--- config.mk ---
export PLATFORM = sky130hd
export DESIGN_NAME = motion_vector_ema_speed_angle_core
export DESIGN_NICKNAME = d
export VERILOG_FILES = /design/src/hw/rtl/mvesa_pkg.sv /design/src/hw/rtl/mvesa_div.sv /design/src/hw/rtl/motion_vector_ema_speed_angle_core.sv
export VERILOG_INCLUDE_DIRS = /design/src /design/src/hw/rtl
export SDC_FILE = /design/constraint.sdc
export NUM_CORES = 2
export LEC_CHECK = 0
export BUFFER_PORTS_ARGS = -buffer_cell sky130_fd_sc_hd__buf_2
export CORE_MARGIN = 2
export CORE_UTILIZATION = 40
export CTS_CLUSTER_SIZE = 14
export DETAILED_ROUTE_END_ITERATION = 8
export SETUP_SLACK_MARGIN = 0.4
export SYNTH_ARGS = -nofsm -noshare
export SYNTH_HDL_FRONTEND = slang
export SYNTH_SLANG_ARGS = --single-unit
--- constraint.sdc ---
create_clock -name clk -period 27.4 [get_ports clk]
set_clock_uncertainty 0.05 [all_clocks]
set_input_delay 1.37 -clock clk [delete_from_list [all_inputs] [get_ports clk]]
set_output_delay 1.37 -clock clk [all_outputs]
set_load 0.02 [all_outputs]
--- src/hw/rtl/motion_vector_ema_speed_angle_core_macros.svh ---
// Assertion macros shared by the RTL files
`ifndef MOTION_VECTOR_EMA_SPEED_ANGLE_CORE_MACROS_SVH
`define MOTION_VECTOR_EMA_SPEED_ANGLE_CORE_MACROS_SVH
`ifndef SYNTHESIS
`define MVESA_ASSERT(lbl, prop) \
  lbl: assert property (@(posedge clk) disable iff (!rst_n) prop) \
    else $error("assertion failed");
`define MVESA_ASSERT_RST(lbl, prop) \
  lbl: assert property (@(posedge clk) prop) \
    else $error("assertion failed during reset");
`else
`define MVESA_ASSERT(lbl, prop)
`define MVESA_ASSERT_RST(lbl, prop)
`endif
`endif

--- src/hw/rtl/mvesa_pkg.sv ---
// Package: constants and arctangent table for the motion vector core
`timescale 1ns / 1ps
package mvesa_pkg;
  localparam int CORDIC_ITERS   = 16;
  localparam int ATAN_LEN       = 24;
  localparam int NITER          = (CORDIC_ITERS < ATAN_LEN) ? CORDIC_ITERS : ATAN_LEN;
  localparam int DIV_W          = 52;
  localparam int DIV_CW         = $clog2(DIV_W + 1);
  localparam int CFG_W          = 22;
  localparam int CFG_AW         = 2;

  localparam logic [CFG_AW-1:0] REG_FORCE_FPS = 2'd0;
  localparam logic [CFG_AW-1:0] REG_EMA_TAU   = 2'd1;
  localparam logic [CFG_AW-1:0] REG_PX_PER_M  = 2'd2;
  localparam logic [CFG_AW-1:0] REG_STEER     = 2'd3;

  localparam logic [19:0] DT_DEFAULT_US = 20'd66667;
  localparam logic [19:0] DT_MIN_US     = 20'd8333;
  localparam logic [19:0] DT_MAX_US     = 20'd200000;
  localparam logic [19:0] US_PER_S      = 20'd1000000;
  localparam logic [23:0] SPEED_MAX     = 24'hFFFFFF;
  localparam logic [20:0] MAG_MAX       = 21'd1048575;

  function automatic logic [29:0] atan_q16(input logic [4:0] idx);
    logic [29:0] v;
    case (idx)
      5'd0:  v = 30'd294912000;
      5'd1:  v = 30'd174096719;
      5'd2:  v = 30'd91987925;
      5'd3:  v = 30'd46694507;
      5'd4:  v = 30'd23437865;
      5'd5:  v = 30'd11730358;
      5'd6:  v = 30'd5866610;
      5'd7:  v = 30'd2933484;
      5'd8:  v = 30'd1466764;
      5'd9:  v = 30'd733385;
      5'd10: v = 30'd366693;
      5'd11: v = 30'd183346;
      5'd12: v = 30'd91673;
      5'd13: v = 30'd45837;
      5'd14: v = 30'd22918;
      5'd15: v = 30'd11459;
      5'd16: v = 30'd5730;
      5'd17: v = 30'd2865;
      5'd18: v = 30'd1432;
      5'd19: v = 30'd716;
      5'd20: v = 30'd358;
      5'd21: v = 30'd179;
      5'd22: v = 30'd90;
      5'd23: v = 30'd45;
      default: v = 30'd0;
    endcase
    return v;
  endfunction
endpackage

--- src/hw/rtl/mvesa_div.sv ---
// Shared restoring divider, one quotient bit per cycle
`timescale 1ns / 1ps
`include "motion_vector_ema_speed_angle_core_macros.svh"
module mvesa_div (
  input  logic                      clk,
  input  logic                      rst_n,
  input  logic                      start,
  input  logic [mvesa_pkg::DIV_W-1:0] num,
  input  logic [mvesa_pkg::DIV_W-1:0] den,
  output logic                      done,
  output logic [mvesa_pkg::DIV_W-1:0] quo
);
  import mvesa_pkg::*;

  logic              busy_r;
  logic              done_r;
  logic [DIV_CW-1:0] cnt_r;
  logic [DIV_W-1:0]  num_r;
  logic [DIV_W-1:0]  den_r;
  logic [DIV_W-1:0]  rem_r;
  logic [DIV_W:0]    rem_sh;
  logic [DIV_W:0]    rem_sub;
  logic              qbit;

  assign rem_sh  = {rem_r, num_r[DIV_W-1]};
  assign rem_sub = rem_sh - {1'b0, den_r};
  assign qbit    = (rem_sh >= {1'b0, den_r});

  always_ff @(posedge clk) begin
    if (!rst_n) begin
      busy_r <= 1'b0;
      done_r <= 1'b0;
      cnt_r  <= '0;
    end else begin
      done_r <= 1'b0;
      if (start) begin
        busy_r <= 1'b1;
        cnt_r  <= DIV_CW'(DIV_W);
      end else if (busy_r) begin
        cnt_r <= cnt_r - 1'b1;
        if (cnt_r == DIV_CW'(1)) begin
          busy_r <= 1'b0;
          done_r <= 1'b1;
        end
      end
    end
  end

  always_ff @(posedge clk) begin
    if (start) begin
      num_r <= num;
      den_r <= den;
      rem_r <= '0;
    end else if (busy_r) begin
      rem_r <= qbit ? rem_sub[DIV_W-1:0] : rem_sh[DIV_W-1:0];
      num_r <= {num_r[DIV_W-2:0], qbit};
    end
  end

  assign done = done_r;
  assign quo  = num_r;

  `MVESA_ASSERT(a_start_idle, start |-> !busy_r)
  `MVESA_ASSERT(a_done_pulse, done_r |=> !done_r)
  `MVESA_ASSERT(a_busy_cnt, busy_r |-> (cnt_r != '0))
endmodule

--- src/hw/rtl/motion_vector_ema_speed_angle_core.sv ---
// Top level: frame time, EMA, magnitude, speed, folded angle and steer
//
// One transaction in gives one transaction out. An item may also wait for
// out_tready on the previous result. A pass through the shared divider runs
// 52 quotient steps plus start and finish. There are up to four passes: frame
// time from a forced rate, the two EMA updates and the speed. On top of that
// come a bit-serial square root, 16 CORDIC rotations (skipped for a zero
// vector) and a few multiply steps, all run by one sequencer. The shortest
// item has a measured frame time, no EMA and a zero vector; the longest has a
// forced rate and a running EMA.
// in_tready is high only while the sequencer is idle.
`timescale 1ns / 1ps
`include "motion_vector_ema_speed_angle_core_macros.svh"
module motion_vector_ema_speed_angle_core (
  input  logic                          clk,
  input  logic                          rst_n,
  input  logic                          cfg_we,
  input  logic [mvesa_pkg::CFG_AW-1:0]  cfg_addr,
  input  logic [mvesa_pkg::CFG_W-1:0]   cfg_wdata,
  input  logic                          in_tvalid,
  output logic                          in_tready,
  input  logic [63:0]                   in_tdata,   // mean_dx, mean_dy, frame_dt_us
  output logic                          out_tvalid,
  input  logic                          out_tready,
  // filt_dx, filt_dy, magnitude, speed_mm_per_s, angle_cdeg, steer_cdeg
  output logic [127:0]                  out_tdata
);
  import mvesa_pkg::*;

  typedef enum logic [4:0] {
    ST_IDLE, ST_DT, ST_DTW, ST_EMA, ST_MX, ST_DX, ST_DXW, ST_MY, ST_DY, ST_DYW,
    ST_SQX, ST_SQY, ST_SQS, ST_SQRT, ST_RND, ST_PD, ST_PN, ST_PS, ST_SPW,
    ST_CINIT, ST_CORD, ST_ANG, ST_STR, ST_STR2, ST_OUT
  } state_t;

  state_t             state_r;
  logic [7:0]         fps_r;
  logic [21:0]        tau_r;
  logic [19:0]        px_r;
  logic signed [15:0] ratio_r;
  logic               ema_valid_r;
  logic signed [19:0] ema_x_r, ema_y_r;
  logic signed [19:0] vx_r, vy_r;
  logic [19:0]        meas_r;
  logic [19:0]        dt_r;
  logic               neg_r;
  logic signed [63:0] prod_r;
  logic [39:0]        sq_n_r, sq_root_r, sq_bit_r;
  logic [4:0]         cnt_r;
  logic [19:0]        mag_r;
  logic [43:0]        den_r;
  logic [23:0]        speed_r;
  logic signed [31:0] cx_r, cy_r, cz_r;
  logic signed [14:0] ang_r;
  logic signed [21:0] steer_r;
  logic               out_tvalid_r;
  logic [127:0]       out_tdata_r;
  logic               div_start_r;
  logic [DIV_W-1:0]   div_num_r, div_den_r;
  logic               div_done;
  logic [DIV_W-1:0]   div_quo;

  logic signed [31:0] mul_a, mul_b;
  logic signed [20:0] diff_x, diff_y;
  logic [22:0]        ema_d;
  logic [63:0]        prod_abs;
  logic signed [20:0] q_s;
  logic signed [20:0] ema_x_new, ema_y_new;
  logic [19:0]        dt_clamp;
  logic [19:0]        px_eff;
  logic [40:0]        sq_trial;
  logic [40:0]        sq_rnd;
  logic signed [31:0] cx_sh, cy_sh, atan_v;
  logic [31:0]        cz_abs;
  logic [32:0]        cz_rnd;
  logic signed [17:0] ang_full;
  logic [31:0]        st_abs;
  logic signed [24:0] st_full;
  logic               div_wait;

  assign diff_x    = {vx_r[19], vx_r} - {ema_x_r[19], ema_x_r};
  assign diff_y    = {vy_r[19], vy_r} - {ema_y_r[19], ema_y_r};
  assign ema_d     = {1'b0, tau_r} + {3'b0, dt_r};
  assign prod_abs  = prod_r[63] ? 64'(-prod_r) : 64'(prod_r);
  assign q_s       = neg_r ? -$signed(div_quo[20:0]) : $signed(div_quo[20:0]);
  assign ema_x_new = {ema_x_r[19], ema_x_r} + q_s;
  assign ema_y_new = {ema_y_r[19], ema_y_r} + q_s;
  assign dt_clamp  = (meas_r == 20'd0) ? DT_DEFAULT_US :
                     (meas_r < DT_MIN_US) ? DT_MIN_US :
                     (meas_r > DT_MAX_US) ? DT_MAX_US : meas_r;
  assign px_eff    = (px_r == 20'd0) ? 20'd1 : px_r;
  assign sq_trial  = {1'b0, sq_root_r} + {1'b0, sq_bit_r};
  assign sq_rnd    = (sq_n_r > sq_root_r) ? ({1'b0, sq_root_r} + 41'd1) : {1'b0, sq_root_r};
  assign cx_sh     = cx_r >>> cnt_r;
  assign cy_sh     = cy_r >>> cnt_r;
  assign atan_v    = $signed({2'b0, atan_q16(cnt_r)});
  assign cz_abs    = cz_r[31] ? 32'(-cz_r) : 32'(cz_r);
  assign cz_rnd    = {1'b0, cz_abs} + 33'd32768;
  assign ang_full  = cz_r[31] ? $signed({1'b0, cz_rnd[32:16]}) : -$signed({1'b0, cz_rnd[32:16]});
  assign st_abs    = prod_abs[31:0] + 32'd128;
  assign st_full   = prod_r[63] ? -$signed({1'b0, st_abs[31:8]}) : $signed({1'b0, st_abs[31:8]});
  assign div_wait  = (state_r == ST_DTW) || (state_r == ST_DXW) ||
                     (state_r == ST_DYW) || (state_r == ST_SPW);

  always_comb begin
    mul_a = '0;
    mul_b = '0;
    case (state_r)
      ST_MX:  begin mul_a = 32'(diff_x); mul_b = $signed({12'b0, dt_r}); end
      ST_MY:  begin mul_a = 32'(diff_y); mul_b = $signed({12'b0, dt_r}); end
      ST_SQX: begin mul_a = 32'(vx_r); mul_b = 32'(vx_r); end
      ST_SQY: begin mul_a = 32'(vy_r); mul_b = 32'(vy_r); end
      ST_PD:  begin mul_a = $signed({12'b0, px_eff}); mul_b = $signed({12'b0, dt_r}); end
      ST_PN:  begin mul_a = $signed({12'b0, mag_r}); mul_b = 32'sd1000000000; end
      ST_STR: begin mul_a = 32'(ang_r); mul_b = 32'(ratio_r); end
      default: begin mul_a = '0; mul_b = '0; end
    endcase
  end

  always_ff @(posedge clk) begin
    prod_r <= mul_a * mul_b;
  end

  mvesa_div u_div (
    .clk   (clk),
    .rst_n (rst_n),
    .start (div_start_r),
    .num   (div_num_r),
    .den   (div_den_r),
    .done  (div_done),
    .quo   (div_quo)
  );

  always_ff @(posedge clk) begin
    if (!rst_n) begin
      state_r      <= ST_IDLE;
      fps_r        <= 8'd15;
      tau_r        <= 22'd250000;
      px_r         <= 20'd11472;
      ratio_r      <= 16'sd256;
      ema_valid_r  <= 1'b0;
      ema_x_r      <= '0;
      ema_y_r      <= '0;
      out_tvalid_r <= 1'b0;
      div_start_r  <= 1'b0;
    end else begin
      div_start_r <= 1'b0;
      if (cfg_we) begin
        case (cfg_addr)
          REG_FORCE_FPS: fps_r   <= cfg_wdata[7:0];
          REG_EMA_TAU:   tau_r   <= cfg_wdata[21:0];
          REG_PX_PER_M:  px_r    <= cfg_wdata[19:0];
          REG_STEER:     ratio_r <= $signed(cfg_wdata[15:0]);
          default: ;
        endcase
      end
      if (out_tvalid_r && out_tready && state_r != ST_OUT) out_tvalid_r <= 1'b0;
      case (state_r)
        ST_IDLE: if (in_tvalid) begin
          vx_r    <= $signed(in_tdata[19:0]);
          vy_r    <= $signed(in_tdata[39:20]);
          meas_r  <= in_tdata[59:40];
          state_r <= ST_DT;
        end
        ST_DT: if (fps_r != 8'd0) begin
          div_num_r   <= DIV_W'(US_PER_S) + DIV_W'(fps_r[7:1]);
          div_den_r   <= DIV_W'(fps_r);
          div_start_r <= 1'b1;
          state_r     <= ST_DTW;
        end else begin
          dt_r    <= dt_clamp;
          state_r <= ST_EMA;
        end
        ST_DTW: if (div_done) begin
          dt_r    <= div_quo[19:0];
          state_r <= ST_EMA;
        end
        ST_EMA: if (tau_r == 22'd0) begin
          state_r <= ST_SQX;
        end else if (!ema_valid_r) begin
          ema_valid_r <= 1'b1;
          ema_x_r     <= vx_r;
          ema_y_r     <= vy_r;
          state_r     <= ST_SQX;
        end else begin
          state_r <= ST_MX;
        end
        ST_MX: state_r <= ST_DX;
        ST_DX: begin
          neg_r       <= prod_r[63];
          div_num_r   <= prod_abs[DIV_W-1:0] + DIV_W'(ema_d[22:1]);
          div_den_r   <= DIV_W'(ema_d);
          div_start_r <= 1'b1;
          state_r     <= ST_DXW;
        end
        ST_DXW: if (div_done) begin
          ema_x_r <= ema_x_new[19:0];
          vx_r    <= ema_x_new[19:0];
          state_r <= ST_MY;
        end
        ST_MY: state_r <= ST_DY;
        ST_DY: begin
          neg_r       <= prod_r[63];
          div_num_r   <= prod_abs[DIV_W-1:0] + DIV_W'(ema_d[22:1]);
          div_den_r   <= DIV_W'(ema_d);
          div_start_r <= 1'b1;
          state_r     <= ST_DYW;
        end
        ST_DYW: if (div_done) begin
          ema_y_r <= ema_y_new[19:0];
          vy_r    <= ema_y_new[19:0];
          state_r <= ST_SQX;
        end
        ST_SQX: state_r <= ST_SQY;
        ST_SQY: begin
          sq_n_r  <= prod_r[39:0];
          state_r <= ST_SQS;
        end
        ST_SQS: begin
          sq_n_r    <= sq_n_r + prod_r[39:0];
          sq_root_r <= '0;
          sq_bit_r  <= 40'h1 << 38;
          cnt_r     <= 5'd20;
          state_r   <= ST_SQRT;
        end
        ST_SQRT: begin
          if ({1'b0, sq_n_r} >= sq_trial) begin
            sq_n_r    <= sq_n_r - sq_trial[39:0];
            sq_root_r <= (sq_root_r >> 1) + sq_bit_r;
          end else begin
            sq_root_r <= sq_root_r >> 1;
          end
          sq_bit_r <= sq_bit_r >> 2;
          cnt_r    <= cnt_r - 5'd1;
          if (cnt_r == 5'd1) state_r <= ST_RND;
        end
        ST_RND: begin
          mag_r   <= (sq_rnd > 41'(MAG_MAX)) ? MAG_MAX[19:0] : sq_rnd[19:0];
          state_r <= ST_PD;
        end
        ST_PD: state_r <= ST_PN;
        ST_PN: begin
          den_r   <= {prod_r[39:0], 4'b0};
          state_r <= ST_PS;
        end
        ST_PS: begin
          div_num_r   <= DIV_W'(prod_r[49:0]) + DIV_W'(den_r[43:1]);
          div_den_r   <= DIV_W'(den_r);
          div_start_r <= 1'b1;
          state_r     <= ST_SPW;
        end
        ST_SPW: if (div_done) begin
          speed_r <= (div_quo > DIV_W'(SPEED_MAX)) ? SPEED_MAX : div_quo[23:0];
          state_r <= ST_CINIT;
        end
        ST_CINIT: if (vx_r == 20'sd0 && vy_r == 20'sd0) begin
          ang_r   <= '0;
          state_r <= ST_STR;
        end else begin
          cx_r    <= vx_r[19] ? -(32'(vx_r) <<< 8) : (32'(vx_r) <<< 8);
          cy_r    <= 32'(vy_r) <<< 8;
          cz_r    <= '0;
          cnt_r   <= '0;
          state_r <= ST_CORD;
        end
        ST_CORD: begin
          if (cy_r > 32'sd0) begin
            cx_r <= cx_r + cy_sh;
            cy_r <= cy_r - cx_sh;
            cz_r <= cz_r + atan_v;
          end else begin
            cx_r <= cx_r - cy_sh;
            cy_r <= cy_r + cx_sh;
            cz_r <= cz_r - atan_v;
          end
          cnt_r <= cnt_r + 5'd1;
          if (cnt_r == 5'(NITER - 1)) state_r <= ST_ANG;
        end
        ST_ANG: begin
          if (ang_full > 18'sd9000) ang_r <= 15'sd9000;
          else if (ang_full < -18'sd9000) ang_r <= -15'sd9000;
          else ang_r <= ang_full[14:0];
          state_r <= ST_STR;
        end
        ST_STR: state_r <= ST_STR2;
        ST_STR2: begin
          if (st_full > 25'sd2097151) steer_r <= 22'sd2097151;
          else if (st_full < -25'sd2097152) steer_r <= $signed(22'h200000);
          else steer_r <= st_full[21:0];
          state_r <= ST_OUT;
        end
        ST_OUT: if (!out_tvalid_r || out_tready) begin
          out_tvalid_r <= 1'b1;
          out_tdata_r  <= {7'b0, steer_r, ang_r, speed_r, mag_r, vy_r, vx_r};
          state_r      <= ST_IDLE;
        end
        default: state_r <= ST_IDLE;
      endcase
    end
  end

  assign in_tready  = (state_r == ST_IDLE);
  assign out_tvalid = out_tvalid_r;
  assign out_tdata  = out_tdata_r;

  `MVESA_ASSERT(a_acc_busy, (in_tvalid && in_tready) |=> !in_tready)
  `MVESA_ASSERT(a_div_wait, div_done |-> div_wait)
  `MVESA_ASSERT(a_ema_seed, $rose(ema_valid_r) |-> (tau_r != 22'd0))
  `MVESA_ASSERT_RST(a_rst_out, !rst_n |=> !out_tvalid)
endmodule

; After elaboration in Yosys (flattened, before gate mapping)
; Memories as Yosys holds them, arrays and structs flattened. A register that Yosys moved wholly into a read port is not among the register bits.
; Index checks and enable logic that the tools add are counted.
; W data, S select, Z words.
[word_totals]
mem_bits_ro = 928
in_bits = 93
n_memories = 1
ff_bits = 990
word_cells = 269
[mem_list]
columns = memory, words, word_bits, rd, rd_ports_with_merged_regs, wr, line
row1 = (name not given), 32, 29, 1, 1, 0, mvesa_pkg.sv:26  ; case (idx)
[op_classes]
mul = 1
magnitude_cmp = 12
add_sub_neg = 31
muxes = 81
n_reduce_logical = 54
n_shift = 2
bitwise = 3
n_eq_ne = 46
[op_table]
columns = op, n
row1 = $mux W52, 6
row2 = $pmux W52 S3, 2
row3 = $mux W20, 15
row4 = $mux W32, 8
row5 = $pmux W32 S7, 1
row6 = $pmux W20 S2, 5
row7 = $pmux W32 S2, 3
row8 = $pmux W32 S5, 1
row9 = $pmux W40 S2, 2
row10 = $pmux W5 S25, 1
row11 = $pmux W40 S3, 1
row12 = $logic_not A20 Y1, 4
row13 = $mux W40, 2
row14 = $add A32 B32 Y32, 2
row15 = $mul A32 B32 Y64, 1
row16 = $sshr A32 B5 Y32, 2
row17 = $sub A32 B32 Y32, 2
row18 = $ge A53 B52 Y1, 1
row19 = $add A52 B22 Y52, 1
row20 = $gt A52 B24 Y1 const B, 1
row21 = $neg A52 Y52, 1
row22 = $sub A52 B52 Y52, 1
row23 = $add A50 B43 Y51, 1
row24 = $mux W5, 10
row25 = 71 further kinds, 156

; Longest topological paths before layout
[depth]
ltp_word = 9
depth_mapped = 47

; By module
; A second synthesis with hierarchy kept.
[hier_totals]
cells_unflattened = 10480
hier_area_um2 = 96040.9
[modules_own_cells]
columns = mod, area_each_um2, cells_per_inst, n_inst
row1 = motion_vector_ema_speed_angle_core, 86395.4, 9494, 1
row2 = mvesa_div, 9645.5, 986, 1

; Worst setup path after synthesis
; No wires, ideal clock.
[synth_path]
kind = reg-to-reg
from = register vx_r[0]
to = register prod_r[49]
stages_incl_launch_ff = 44
n_path_buf = 0
setup_time_ns = 0.119
period_less_slack_ns = 11.281
t_arrival_ns = 11.111
path_slack_ns = 16.119
required_time_ns = 27.231
cell_sequence = edfxtp_1 -> inv_1 -> ha_1 -> fa_1 -> nor2b_1 -> o21ai_0 -> a21boi_0 -> o21ai_0 -> a21boi_0 -> o21ai_0 -> a21boi_0 -> o21ai_0 -> a21oi_1 -> xnor2_1 -> nor2_1 -> a2111oi_0 -> nor2_1 -> fa_1 -> (+8 left out) -> inv_1 -> fa_1 -> inv_1 -> fa_1 -> inv_1 -> ha_1 -> a21o_1 -> a21oi_1 -> o21ai_0 -> a21oi_1 -> nand2_1 -> o21a_1 -> a221oi_1 -> o21ai_0 -> o41a_1 -> a21oi_1 -> o31a_1 -> xnor2_1
[synth_via]
elab_chain_len = 3
[synth_lines]
columns = item, line
row1 = start: declaration, motion_vector_ema_speed_angle_core.sv:43  ; logic signed [19:0] vx_r, vy_r;
row2 = start signal: assignment, motion_vector_ema_speed_angle_core.sv:160  ; vx_r <= $signed(in_tdata[19:0]);
row3 = start signal: assignment, motion_vector_ema_speed_angle_core.sv:198  ; vx_r <= ema_x_new[19:0];
row4 = $sub A20 B20 Y21, motion_vector_ema_speed_angle_core.sv:81  ; assign diff_x = {vx_r[19], vx_r} - {ema_x_r[19], ema_x_r};
row5 = $pmux W32 S7, motion_vector_ema_speed_angle_core.sv:108  ; case (state_r)
row6 = $mul A32 B32 Y64 *, motion_vector_ema_speed_angle_core.sv:121  ; prod_r <= mul_a * mul_b;
row7 = end signal: assignment, motion_vector_ema_speed_angle_core.sv:121
row8 = end: declaration, motion_vector_ema_speed_angle_core.sv:47  ; logic signed [63:0] prod_r;
; Mark *: on every way between the ends. The rest lies on a longest branch, timed or not.
; A chain may end at the register's enable or synchronous reset.

; Final worst setup path
[layout_path]
from = register vx_r[0]
to = register prod_r[63]
; The elaborated chain is that of the path after synthesis.

==> flow_summary.toml <==
[cts]
cts_repair_resize_count = 0
cts_setup_buffers = 0
clockBufferDepth = 3
clock_latency_ps = 820
clk_pin_slew_ps = 60
cts.sinks = 972
root_buffer = "clkbuf_16"
cts_tree = "done"
cts_hold_buf = 0
cts_inserted_buffers = 115
htreeDepth = 3

[detailed_routing]
routed_wl_um = 328000
ant_nets = 0
drt_iter0_markers = 7634
dr.pass1.iters = 8
routed_via_density = 5.80
wl_per_cell_um = 23.7
drc = 0
dr_total_vias = 80100

[logic_synthesis]
ys_warn_count = 0
ys.flop_type = "edfxtp_1"
synth.distinct_cells = 102
avgSynthCellArea_um2 = 9.18
syn_area_um2 = 96500
synth_edf_count = 716
ys_seq_area_frac = 0.276
synthArstFlopShare = 0
synth_cells = 10500
synth_seq_cells = 972

[floorplanning]
core_um2 = 240000
rows = 180
die-area_um2 = 245000
start_util = 0.402
die_height_um = 495
pin_count = 223
fp.dieW_um = 495

[min_path]
min_path_cells = 0
min_path_type = "reg2reg"

[layout]
finish.utilization = 0.437
areaGrowthSynthToFinish_pct = 8.83
multi_input_area_um2 = 63600
fillCellCount = 23400
final_cell_area_um2 = 105000
drive_above_1_share = 0.0827
seqCellArea_um2 = 26600
fin_nets = 12000

[sta]
max_slew_margin = 0.187
worst_slew_pin_slew_ps = 1220
fin_ws_ps = 13210
fin_crit_ps = 14190
max_freq_mhz = 70.5
final-setup-viol-count = 0
hold_viol = 0
rsz0062_at_grt = "no"
fin_crit_sh = 0.518
tns_ps = 0
slew_viol_final = 0

[place]
placed_area_um2 = 101000
place_ws_ps = 13410
dp.final_hpwl_um = 260000
globalplace.congestion = 0.960
port_buffers = 211

[worst_setup_path]
crit_slowest_cell = "fa_1"
crit_type = "reg2reg"
worstPathMaxFanout = 16
arrival_ps = 14870
slowest_delay_ps = 1210
worstPathRequired_ps = 28080
cp-start-kind = "flip-flop"
ff2ff_path_depth = 39
end_kind = "flip-flop"
path_common_cell = "fa_1"

[power]
power.total_uw = 4840
p_per_area_nw_per_um2 = 46.1
worst_ir_drop_vdd_uv = 57.0
leakagePower_uw = 0.0443

[grt]
grt_overflow_total = 0
antenna_found_initial = 47
grt_max_degree = 98
first_global_vias = 77900
track_usage = 0.263
grt_pass1_wl_um = 489000

[flow_run]
maxCapViolations = 0

[status]
status = "complete, no violations"
layout by cell type (no fill, tap or decap), drive strengths merged, types with 89 or more instances in the layout:
| master | netlist | final |
|---|---|---|
| a211oi | 121 | 121 |
| a21o | 180 | 180 |
| a21oi | 502 | 502 |
| a31oi | 128 | 128 |
| and3 | 100 | 100 |
| buf | 72 | 361 |
| clkbuf | 409 | 148 |
| dfxtp | 256 | 256 |
| edfxtp | 716 | 716 |
| fa | 775 | 775 |
| ha | 655 | 655 |
| inv | 1225 | 1240 |
| mux2i | 98 | 98 |
| nand2 | 1151 | 1151 |
| nand2b | 107 | 107 |
| nand3 | 187 | 187 |
| nand4 | 89 | 89 |
| nor2 | 740 | 740 |
| nor2b | 100 | 100 |
| nor3 | 219 | 219 |
| nor4 | 99 | 99 |
| o21ai | 516 | 516 |
| or3 | 116 | 116 |
| xnor2 | 466 | 466 |
| xor2 | 239 | 239 |
sequential cells by signal, indices dropped and copies added (netlist names), 29 cells and up:
name         flops
u_div.rem_r     52
out_tdata      121
div_num_r       52
u_div.quo       52
cx_r            32
cy_r            32
cz_r            32
div_den_r       44
u_div.den_r     44
atan_v          29
prod_r          53
sq_n_r          40
sq_root_r       40
den_r           40
through the flow:
stage                     instances  hold slack [ps]
after floorplan               10500              350
after global placement        13600              351
after detailed placement      13600              355
after CTS                     13800              351
after global routing          13800              369
final                         13800              364
path summary, 6_finish.rpt:
kind / start / end / slack, ps
worst max-delay path: vx_r[0] / prod_r[63] / 13210
worst min-delay path: div_den_r[32] / u_div.den_r[32] / 360
worst max register to register: vx_r[0] / prod_r[63] / 13210
worst min register to register: div_den_r[32] / u_div.den_r[32] / 360
cell families (layout without fill, tap and decap cells):
family | count (synthesis) | after routing | share of synthesized area
AO/OA/AOI/OAI | 2229 | 2229 | 0.151
XOR/XNOR | 706 | 706 | 0.0642
adder cells (fa/ha/maj) | 1430 | 1430 | 0.246
buffers and inverters | 1710 | 1807 | 0.0673
flip-flops | 972 | 972 | 0.276
multiplexers | 268 | 268 | 0.0396
other | 1 | 31 | 0.0000389
AND/OR/NAND/NOR | 3191 | 3191 | 0.156
cells in the mapped netlist, drive strengths merged, types with 89 or more instances:
cell,count,area (um2)
nor2b,100,626
edfxtp,716,21500
or3,116,726
mux2i,98,981
o21ai,516,2580
xnor2,466,4080
a211oi,121,913
nand4,89,563
ha,655,8200
dfxtp,256,5120
nand3,187,936
fa,775,15500
a21o,180,1350
nand2,1151,4320
a31oi,128,801
xor2,239,2090
a21oi,502,2530
and3,100,626
nand2b,107,669
nor4,99,657
nor3,219,1100
clkbuf,409,1540
nor2,740,2780
inv,1225,4600
final cells by class:
class | count | share of cell area
multi-input combinational | 7831 | 0.606
sequential | 972 | 0.254
inverter | 1228 | 0.0439
tap | 3185 | 0.0380
clock buffer | 148 | 0.0304
timing repair buffer | 361 | 0.0208
clock inverter | 70 | 0.00669
antenna | 24 | 0.000572
worst max-delay path, delay by kind of cell, from the launching register on:
kind | cells | cell delay (ps)
and+or+nand+nor | 3 | 350
DFF | 1 | 540
adders and majority gates | 11 | 6330
buffers and inverters | 6 | 1330
AOI/OAI and AO/OA | 19 | 5460
layer usage:
metal / vias up / track usage / routed length (um)
met5: - / 0 / 63
met3: 577 / 0.0481 / 29400
met2: 3265 / 0.399 / 144000
li1: 36600 / - / -
met1: 39700 / 0.360 / 138000
met4: 10 / 0.127 / 16700
power breakdown:
group	switching (uW)	leakage, uW	internal [uW]
clock	710	0.00188	881
combinational	787	0.0338	513
sequential	176	0.00866	1780
total	1670	0.0443	3170
Power figures use the tool's default switching activity.
